## config.mk

```make
export PLATFORM = sky130hd
export DESIGN_NAME = posture_frame_parser_unit
export DESIGN_NICKNAME = d
export VERILOG_FILES = /design/src/rtl/pfp_pkg.sv /design/src/rtl/pfp_front.sv /design/src/rtl/pfp_queue.sv /design/src/rtl/pfp_back.sv /design/src/rtl/posture_frame_parser_unit.sv
export SDC_FILE = /design/constraint.sdc
export NUM_CORES = 1
export LEC_CHECK = 0
export ABC_AREA = 1
export BUFFER_PORTS_ARGS = -buffer_cell sky130_fd_sc_hd__buf_2
export CORE_UTILIZATION = 55
export CTS_CLUSTER_SIZE = 12
export DETAILED_ROUTE_END_ITERATION = 8
export MAX_ROUTING_LAYER = met4
export PLACE_DENSITY = 0.76
export SLEW_MARGIN = 30
export SYNTH_ARGS = -nofsm -noshare
export SYNTH_HDL_FRONTEND = slang
export SYNTH_HIERARCHICAL = 1
export SYNTH_SLANG_ARGS = --single-unit
export TNS_END_PERCENT = 1
```

## constraint.sdc

```tcl
create_clock -name clk -period 9.44 [get_ports clk]
set_input_delay 0.944 -clock clk [delete_from_list [all_inputs] [get_ports clk]]
set_output_delay 0.944 -clock clk [all_outputs]
set_load 0.02 [all_outputs]
```

## src/rtl/pfp_pkg.sv

```systemverilog
// Shared types, constants and the halving function for the posture frame parser.
`default_nettype none
package pfp_pkg;
  localparam logic [7:0] HDR_FIRST = 8'h0D;
  localparam logic [7:0] HDR_SECOND = 8'h0A;
  localparam int unsigned PAYLOAD_LEN = 24;
  localparam int unsigned IDX_W = 5;

  typedef enum logic [2:0] {
    PH_HUNT_CR = 3'd0,
    PH_HUNT_LF = 3'd1,
    PH_PAYLOAD = 3'd2,
    PH_TRL_LF  = 3'd3,
    PH_TRL_CR  = 3'd4
  } phase_t;

  // One classified byte handed from the front to the back.
  typedef struct packed {
    logic       store;
    logic [IDX_W-1:0] idx;
    logic       emit;
    logic [7:0] data;
  } cmd_t;

  // Halving of an IEEE-754 single bit pattern, rounding ties to even.
  function automatic logic [31:0] halve_bits(input logic [31:0] w);
    logic [7:0]  expo;
    logic [23:0] sig;
    logic [22:0] q;
    logic [31:0] r;
    expo = w[30:23];
    sig = {(expo == 8'd1), w[22:0]};
    q = sig[23:1];
    if (sig[0] && q[0]) begin
      q = q + 23'd1;
    end
    if (expo == 8'hFF) begin
      r = w;
    end else if (expo >= 8'd2) begin
      r = w - 32'h0080_0000;
    end else begin
      r = {w[31], 8'd0, q};
      if (sig[0] && sig[23:1] == 23'h7F_FFFF) begin
        r = {w[31], 8'd1, 23'd0};
      end
    end
    return r;
  endfunction
endpackage
`default_nettype wire

```

## src/rtl/pfp_front.sv

```systemverilog
// Front part: frame state machine that classifies each received byte.
`default_nettype none
module pfp_front (
  input  wire                 clk,
  input  wire                 rst,
  input  wire                 rx_valid,
  output logic                rx_ready,
  input  wire  [7:0]          rx_byte,
  output logic                cmd_valid,
  input  wire                 cmd_ready,
  output pfp_pkg::cmd_t       cmd
);
  pfp_pkg::phase_t phase, phase_next;
  logic [pfp_pkg::IDX_W-1:0] idx, idx_next;
  logic fire;

  assign rx_ready = cmd_ready;
  assign cmd_valid = rx_valid;
  assign fire = rx_valid && cmd_ready;

  always_comb begin
    phase_next = phase;
    idx_next = idx;
    case (phase)
      pfp_pkg::PH_HUNT_CR: begin
        phase_next = (rx_byte == pfp_pkg::HDR_FIRST) ? pfp_pkg::PH_HUNT_LF
                                                     : pfp_pkg::PH_HUNT_CR;
      end
      pfp_pkg::PH_HUNT_LF: begin
        if (rx_byte == pfp_pkg::HDR_SECOND) begin
          idx_next = '0;
          phase_next = pfp_pkg::PH_PAYLOAD;
        end else if (rx_byte != pfp_pkg::HDR_FIRST) begin
          phase_next = pfp_pkg::PH_HUNT_CR;
        end
      end
      pfp_pkg::PH_PAYLOAD: begin
        if (idx >= pfp_pkg::IDX_W'(pfp_pkg::PAYLOAD_LEN - 1)) begin
          idx_next = '0;
          phase_next = pfp_pkg::PH_TRL_LF;
        end else begin
          idx_next = idx + 1'b1;
        end
      end
      pfp_pkg::PH_TRL_LF: begin
        phase_next = (rx_byte == pfp_pkg::HDR_SECOND) ? pfp_pkg::PH_TRL_CR
                                                      : pfp_pkg::PH_HUNT_CR;
      end
      default: phase_next = pfp_pkg::PH_HUNT_CR;
    endcase
  end

  always_comb begin
    cmd.data = rx_byte;
    cmd.idx = idx;
    cmd.store = (phase == pfp_pkg::PH_PAYLOAD) &&
                (idx < pfp_pkg::IDX_W'(pfp_pkg::PAYLOAD_LEN));
    cmd.emit = (phase == pfp_pkg::PH_TRL_CR) && (rx_byte == pfp_pkg::HDR_FIRST);
  end

  always_ff @(posedge clk) begin
    if (rst) begin
      phase <= pfp_pkg::PH_HUNT_CR;
      idx <= '0;
    end else if (fire) begin
      phase <= phase_next;
      idx <= idx_next;
    end
  end
endmodule
`default_nettype wire

```

## src/rtl/pfp_queue.sv

```systemverilog
// Two-entry queue between front and back.
`default_nettype none
module pfp_queue (
  input  wire            clk,
  input  wire            rst,
  input  wire            in_valid,
  output logic           in_ready,
  input  pfp_pkg::cmd_t  in_cmd,
  output logic           out_valid,
  input  wire            out_ready,
  output pfp_pkg::cmd_t  out_cmd
);
  pfp_pkg::cmd_t mem [2];
  logic rd_ptr, wr_ptr;
  logic [1:0] count;
  logic push, pop;

  assign in_ready = (count != 2'd2);
  assign out_valid = (count != 2'd0);
  assign out_cmd = mem[rd_ptr];
  assign push = in_valid && in_ready;
  assign pop = out_valid && out_ready;

  always_ff @(posedge clk) begin
    if (push) begin
      mem[wr_ptr] <= in_cmd;
    end
  end

  always_ff @(posedge clk) begin
    if (rst) begin
      rd_ptr <= 1'b0;
      wr_ptr <= 1'b0;
      count <= 2'd0;
    end else begin
      if (push) wr_ptr <= ~wr_ptr;
      if (pop) rd_ptr <= ~rd_ptr;
      count <= count + {1'b0, push} - {1'b0, pop};
    end
  end

  assert property (@(posedge clk) disable iff (rst) count <= 2'd2)
    else $error("queue count overflow");
  assert property (@(posedge clk) disable iff (rst)
    (count == 2'd0) |-> !out_valid)
    else $error("valid from empty queue");
  assert property (@(posedge clk) disable iff (rst)
    (push && !pop) |=> (count == $past(count) + 2'd1))
    else $error("queue push lost");
endmodule
`default_nettype wire

```

## src/rtl/pfp_back.sv

```systemverilog
// Back part: payload store and result register.
`default_nettype none
module pfp_back (
  input  wire            clk,
  input  wire            rst,
  input  wire            cmd_valid,
  output logic           cmd_ready,
  input  pfp_pkg::cmd_t  cmd,
  output logic           out_valid,
  input  wire            out_ready,
  output logic [31:0]    z_angle,
  output logic [31:0]    x_angle,
  output logic [31:0]    y_angle,
  output logic [31:0]    position_x,
  output logic [31:0]    position_y,
  output logic [31:0]    yaw_rate
);
  logic [7:0] store [pfp_pkg::PAYLOAD_LEN];
  logic [31:0] words [6];
  logic take;

  // Accept a command unless a result is held and not taken, and an emit needs the register.
  assign cmd_ready = !out_valid || out_ready || !cmd.emit;
  assign take = cmd_valid && cmd_ready;

  always_comb begin
    for (int k = 0; k < 6; k++) begin
      words[k] = {store[4*k+3], store[4*k+2], store[4*k+1], store[4*k]};
    end
  end

  always_ff @(posedge clk) begin
    if (take && cmd.store) begin
      store[cmd.idx] <= cmd.data;
    end
    if (take && cmd.emit) begin
      z_angle <= words[0];
      x_angle <= words[1];
      y_angle <= words[2];
      position_x <= pfp_pkg::halve_bits(words[3] ^ 32'h8000_0000);
      position_y <= pfp_pkg::halve_bits(words[4]);
      yaw_rate <= words[5];
    end
  end

  always_ff @(posedge clk) begin
    if (rst) begin
      out_valid <= 1'b0;
    end else if (take && cmd.emit) begin
      out_valid <= 1'b1;
    end else if (out_ready) begin
      out_valid <= 1'b0;
    end
  end

  assert property (@(posedge clk) disable iff (rst)
    (out_valid && !out_ready) |=> out_valid)
    else $error("result dropped");
  assert property (@(posedge clk) disable iff (rst)
    (out_valid && !out_ready) |=> $stable(position_x))
    else $error("result changed while stalled");
  assert property (@(posedge clk) disable iff (rst)
    !(take && cmd.store && cmd.emit))
    else $error("store and emit together");
endmodule
`default_nettype wire

```

## src/rtl/posture_frame_parser_unit.sv

```systemverilog
// Top level of the posture frame parser.
// Takes one received byte per cycle (rx_valid/rx_ready) and returns one
// six-word record per good frame (out_valid/out_ready). A frame is 0x0D 0x0A,
// 24 payload bytes, then 0x0A 0x0D; a mismatch drops back to header hunt.
// The front state machine classifies each byte combinationally; a two-entry
// queue carries it to the back, which writes the payload store or loads the
// result register. The last trailer byte passes through the queue, then the
// back registers out_valid. Bytes keep flowing while a result waits; only a
// second completed frame stalls until the first result is taken.
// position_x is word 3 with its sign flipped, then halved; position_y is
// word 4 halved (ties round to even); the other words pass unchanged.
`default_nettype none
module posture_frame_parser_unit (
  input  wire         clk,
  input  wire         rst,
  input  wire         rx_valid,
  output logic        rx_ready,
  input  wire  [7:0]  rx_byte,
  output logic        out_valid,
  input  wire         out_ready,
  output logic [31:0] z_angle,
  output logic [31:0] x_angle,
  output logic [31:0] y_angle,
  output logic [31:0] position_x,
  output logic [31:0] position_y,
  output logic [31:0] yaw_rate
);
  // front to queue
  logic          f_valid, f_ready;
  pfp_pkg::cmd_t f_cmd;
  // queue to back
  logic          b_valid, b_ready;
  pfp_pkg::cmd_t b_cmd;

  pfp_front u_front (
    .clk(clk), .rst(rst),
    .rx_valid(rx_valid), .rx_ready(rx_ready), .rx_byte(rx_byte),
    .cmd_valid(f_valid), .cmd_ready(f_ready), .cmd(f_cmd)
  );

  pfp_queue u_queue (
    .clk(clk), .rst(rst),
    .in_valid(f_valid), .in_ready(f_ready), .in_cmd(f_cmd),
    .out_valid(b_valid), .out_ready(b_ready), .out_cmd(b_cmd)
  );

  pfp_back u_back (
    .clk(clk), .rst(rst),
    .cmd_valid(b_valid), .cmd_ready(b_ready), .cmd(b_cmd),
    .out_valid(out_valid), .out_ready(out_ready),
    .z_angle(z_angle), .x_angle(x_angle), .y_angle(y_angle),
    .position_x(position_x), .position_y(position_y), .yaw_rate(yaw_rate)
  );
endmodule
`default_nettype wire

```

; ---- Yosys cells after proc, flatten, opt, wreduce, memory -nomap -nowiden
; Memory sizes are Yosys's and may differ from the RTL's. A register that Yosys moved wholly into a read port is not among the register bits.
; Cells that the tools add are included.
[word_totals]
wordCells = 86
ramBits = 222
n_memories = 2
latch_bits = 0
romBits = 0
register_bits = 77
input_bits = 12
[mem_list]
columns = memory, depth, word_bits, read_ports, rd_clocked_by_memory_dff, wr, line
row1 = u_back.store, 24, 8, 24, 16, 1, pfp_back.sv:18  ; logic [7:0] store [pfp_pkg::PAYLOAD_LEN];
row2 = u_queue.mem, 2, 15, 1, 1, 1, pfp_queue.sv:13  ; pfp_pkg::cmd_t mem [2];
[classes]
n_addsub = 7
mux = 25
n_bitwise = 3
shifts = 0
order_cmp = 4
reduce_logical = 20
div = 0
n_mul = 0
eq_ne = 17
[op_table]
columns = operator, count
row1 = $mux W32, 4
row2 = $sub A32 B24 Y32 const B, 2
row3 = $mux W24, 2
row4 = $add A23 B1 Y23 const B, 2
row5 = $eq A23 B23 Y1 const B, 2
row6 = $mux W23, 2
row7 = $eq A8 B1 Y1 const B, 2
row8 = $eq A8 B4 Y1 const B, 2
row9 = $eq A8 B8 Y1 const B, 2
row10 = $ge A8 B2 Y1 const B, 2
row11 = $mux W3, 4
row12 = $pmux W3 S4, 1
row13 = $logic_and A1 B1 Y1, 10
row14 = $mux W5, 2
row15 = $pmux W5 S2, 1
row16 = $mux W1, 9
row17 = $ne A8 B4 Y1 const B, 1
row18 = $eq A3 B2 Y1 const B, 2
row19 = $reduce_and A3 Y1, 2
row20 = $reduce_bool A2 Y1, 3
row21 = $add A5 B1 Y5 const B, 1
row22 = $ge A5 B5 Y1 const B, 1
row23 = $lt A5 B5 Y1 const B, 1
row24 = $ne A2 B1 Y1 const B, 2
row25 = other kinds (10), 14

; ---- Longest topological paths before layout
[logic_depth]
depth_word = 7
ltp_mapped = 14

; ---- By module
; Netlist, hierarchy kept.
[modules_own_cells]
columns = mod, seq_area_each_um2, instances, area_per_inst_um2, cells_per_inst
row1 = pfp_back, 11551.1, 1, 14272.4, 922
row2 = pfp_queue, 1001.0, 1, 1382.6, 84
row3 = pfp_front, 160.2, 1, 716.9, 114

; ---- Least setup slack after synthesis
; Ideal clock, no wire load.
[synth_path]
kind = input to register
from = in out_ready
to = reg u_back.position_x[0], enable pin
n_path_buf = 0
t_arrival_ps = 4894
setup_time_ps = 545
cell_stages = 4
setup_slack_ps = 4001
path_cell_list = inv_1 > nand3_1 > nand3_1 > inv_1
[synth_via]
elab_chain_len = 4
[synth_lines]
columns = element, line
row1 = start: declaration, posture_frame_parser_unit.sv:20  ; input wire out_ready,
row2 = $logic_or A1 B1 Y1 (2 in series), pfp_back.sv:23  ; assign cmd_ready = !out_valid || out_ready || !cmd.emit;
row3 = net b_ready, posture_frame_parser_unit.sv:32  ; logic b_valid, b_ready;
row4 = $logic_and A1 B1 Y1, pfp_back.sv:24  ; assign take = cmd_valid && cmd_ready;
row5 = $logic_and A1 B1 Y1, pfp_back.sv:36  ; if (take && cmd.emit) begin
row6 = end signal: assignment, pfp_back.sv:40  ; position_x <= pfp_pkg::halve_bits(words[3] ^ 32'h8000_0000);
row7 = end: declaration, pfp_back.sv:14  ; output logic [31:0] position_x,
; The timed path passes the listed nets, and every way through them passes these cells.
; A chain may end at the register's enable or synchronous reset.

==> out/summary.txt <==
FINISH
-------------------------------------------------------------------------------------------
Area growth from synthesis to final layout                                            16.0%
Fillers                                                                               2,053
Leading cell type in the layout, fill and taps excluded                        sky130_fd_sc_hd__edfxtp_1
Most used cells in the layout excluding fill and tap cells                     sky130_fd_sc_hd__edfxtp_1, sky130_fd_sc_hd__nand2_1, sky130_fd_sc_hd__buf_2
Number of standard cells in the layout, taps in and fillers out                       1,758
Fraction of final layout cells with drive strength greater than 1                     0.261
Total inserted antenna cells                                                              0
Nets                                                                                  1,377

SETUP PATH
-------------------------------------------------------------------------------------------
Data required time at the worst endpoint                                            9.59 ns
Worst r2r path cells                                                                      5
Kind of critical path                                                               reg2reg
Biggest cell delay along the critical path                                          0.93 ns
Setup slack, reg-to-reg                                                             5.95 ns
Largest delay contributor family on the critical path                          buffers and inverters
Endpoint class of the critical path                                                    flop
Worst reg2reg endpoint                                                         u_back/position_x[25]
Arrival time of the worst setup path                                                3.63 ns
WP buf/inv                                                                                2
Ordered cell list for the critical path                                        mux2_4 -> nand3_1 -> nand3_1 -> inv_8 -> buf_4
Most used cell, CP                                                             sky130_fd_sc_hd__nand3_1
CP max-delay cell                                                              sky130_fd_sc_hd__dfxtp_1
Kind of launch point of the worst setup path                                           flop
Maximum fanout along the worst path                                                     127

GRT
-------------------------------------------------------------------------------------------
Vias in the first global route                                                        8,770
Wire length of the first global-routing pass                                      48,300 um
GRT Resource Usage Total                                                              0.218
Congestion Overflow GR                                                                    0
Number of antenna violations at the first check in global routing                         0
Maximum number of pins on one net before global-route repair                            128

DIE
-------------------------------------------------------------------------------------------
Height of the chip                                                                   175 um
Die Area                                                                        0.0305 mm^2
Die span in x                                                                        175 um
Row Count                                                                                62
I/O pin count                                                                           206
Area of the core                                                                0.0290 mm^2
Starting Density                                                                      0.564

CLOCK TREE
-------------------------------------------------------------------------------------------
Clk Latency, worst-skew pair                                                        0.53 ns
Post-CTS Hold Fix Bufs                                                                    0
Number of clock buffers inserted by TritonCTS                                            43
Clock slew seen by the registers of the worst setup and hold paths                  0.06 ns
Root Buffer                                                                    sky130_fd_sc_hd__clkbuf_16
Setup fix buffers added after clock tree synthesis                                        0
Clock tree from TritonCTS                                                             built
H-Tree Depth                                                                              2
Sink Count                                                                              428
Maximum clock path buffer count                                                           3
Gates resized, CTS repair                                                                 0

SYNTHESIS
-------------------------------------------------------------------------------------------
Area fraction in compound gates after synthesis                                      0.0277
Cell types occupying the most area after synthesis                             sky130_fd_sc_hd__edfxtp_1, sky130_fd_sc_hd__nand2_1, sky130_fd_sc_hd__nor2_1
Area share of fa/ha/maj cells after synthesis                                       0.00994
Share of cell area taken by muxes after synthesis                                    0.0138
Number of warnings printed during yosys synthesis                                         6
Post-synth cell types                                                                    45
Leading area contributor after synthesis                                       sky130_fd_sc_hd__edfxtp_1
Average instance area after synthesis                                             14.6 um^2
Post-synthesis sequential area ratio                                                  0.776
Area share of xor/xnor cells in the synthesized design                               0.0160
Share of synthesized cell area in and, or, nand and nor gates                         0.122
Dominant combinational cell family by area after synthesis                     simple AND/OR/NAND/NOR gates
Post-synthesis net count                                                              1,145
Synth top area share                                                                  0.759
Flop and latch count out of synthesis                                                   428
Syn Inst Count                                                                        1,120
Post-synth design cell area                                                     0.0164 mm^2

TIMING
-------------------------------------------------------------------------------------------
Max Fclk                                                                            287 MHz
Clock skew                                                                        0.0177 ns
Final setup violation count                                                               0
Pins over their slew limit                                                                0
Final clock period utilization by the worst path                                      0.369
Unrepaired setup endpoints after global routing                                       false
Post-layout worst setup margin                                                      5.95 ns
Transition time at the pin with the least slew margin                              0.930 ns
Worst slew margin relative to its limit                                               0.379
Setup TNS Final                                                                        0 ns
Number of failing hold endpoints at the final stage                                       0
Post-layout min period                                                              3.49 ns

HOLD PATH
-------------------------------------------------------------------------------------------
Hold/Removal Path Class                                                             reg2reg
Hold path cells                                                                           0
Worst hold endpoint                                                            u_back/y_angle[23]
Worst min-delay path startpoint                                                u_back/store[10][7]

PWR
-------------------------------------------------------------------------------------------
Worst voltage drop across the vdd grid                                             0.190 mV
Leakage                                                                          0.00715 uW
Power density of the placed cells                                               263 mW/mm^2

FLOW RUN
-------------------------------------------------------------------------------------------
Max Cap Viol                                                                              0

PLACED DESIGN
-------------------------------------------------------------------------------------------
Cell count after placement                                                            1,691
Final HPWL DP                                                                     21,200 um
Routability Congestion                                                                0.889
Post-placement setup slack                                                          5.96 ns
Total of buffers placed on input and output ports                                       205

ROUTE
-------------------------------------------------------------------------------------------
First-pass DRT Iterations                                                                 8
Final antenna-violating net count                                                         0
Post-detailed-route DRC marker count                                                      0
Total number of vias                                                                  9,334
Number of design-rule violations left by the first detailed-router iteration            833
Routed length per instance                                                          18.3 um
Routed WL                                                                         32,100 um
Via density per instance                                                               5.31

STATUS
-------------------------------------------------------------------------------------------
Run status                                                                        completed

[cells by family (layout without fill, tap and decap cells)]
| kind of cell | Yosys count | after routing |
|---|---|---|
| and+or+nand+nor | 443 | 443 |
| DFF | 428 | 428 |
| buffers and inverters | 121 | 375 |
| AOI/OAI and AO/OA | 68 | 68 |
| xor gates and xnor gates | 30 | 30 |
| muxes | 17 | 17 |
| adders and majority gates | 13 | 13 |
[worst max path at each step]
stage / endpoint / slack, ns / depth (start not counted) / start
after floorplan: u_back/position_x[0] / 4.00 / 4 / out_ready
after global placement: u_back/position_y[21] / 5.86 / 5 / flop
after detailed placement: u_back/position_y[21] / 5.96 / 5 / flop
after CTS: u_back/position_x[25] / 5.92 / 5 / flop
after global routing: u_back/z_angle[5] / 5.68 / 5 / flop
final: u_back/position_x[25] / 5.95 / 5 / flop
[area by class of cell]
class                   count  area (um^2)  area share
clock buffers              58         1160      0.0612
clock inverters             9          105     0.00553
inverters                 101          393      0.0207
multi-input cells         571         3100       0.163
flip-flops and latches    428        12700       0.669
well taps                 384          480      0.0253
repair buffers            207         1040      0.0548
[metal layers]
metal / track usage / up-vias / part of all wire
met4: 0.0841 / 0 / 0.031
li1: - / 4373 / -
met2: 0.350 / 355 / 0.49
met1: 0.283 / 4537 / 0.42
met3: 0.0328 / 69 / 0.060
met5: - / - / 0
[cells in the mapped netlist (all sizes together)]
| library cell | instances |
|---|---|
| edfxtp | 414 |
| nand2 | 244 |
| nor2 | 114 |
| inv | 97 |
| nand3 | 46 |
| o21ai | 41 |
| xor2 | 22 |
| a21oi | 17 |
| buf | 17 |
| nand4 | 16 |
| mux2 | 15 |
| dfxtp | 14 |
| ha | 13 |
| nor3 | 12 |
| xnor2 | 8 |
| o22ai | 7 |
| nand3b | 6 |
| clkinv | 4 |
| clkbuf | 3 |
| o21bai | 3 |
| mux2i | 2 |
| and2 | 1 |
| and3 | 1 |
| nor3b | 1 |
| nor4 | 1 |
| or2 | 1 |
[flip-flops by register name, indices dropped and copies added, names as in the netlist, named ones only]
signal and count:
u_back/x_angle 32, u_back/position_y 32, u_back/position_x 32, u_queue/count 2, u_front/phase 3, u_queue/mem 30
u_queue/rd_ptr 1, u_back/yaw_rate 32, u_queue/wr_ptr 1, u_back/store 192, u_back/y_angle 32, u_front/idx 5
u_back/out_valid 1, u_back/z_angle 32
[stage by stage]
stage	util	hold slack, ns	cell area [um^2]	total power (uW)
detailed placement	0.611	0.405	17700	3500
finish	0.655	0.413	19000	5000
CTS	0.655	0.413	19000	5040
global route	0.655	0.417	19000	5180
global placement	0.611	0.400	17700	3490
floorplan	-	0.400	16400	3190
[power breakdown]
group,switching (uW),internal (uW),leakage (uW)
logic,650,202,0.00264
clock network,636,910,0.000615
registers,110,2490,0.00390
(Power assumes the default switching activity.)
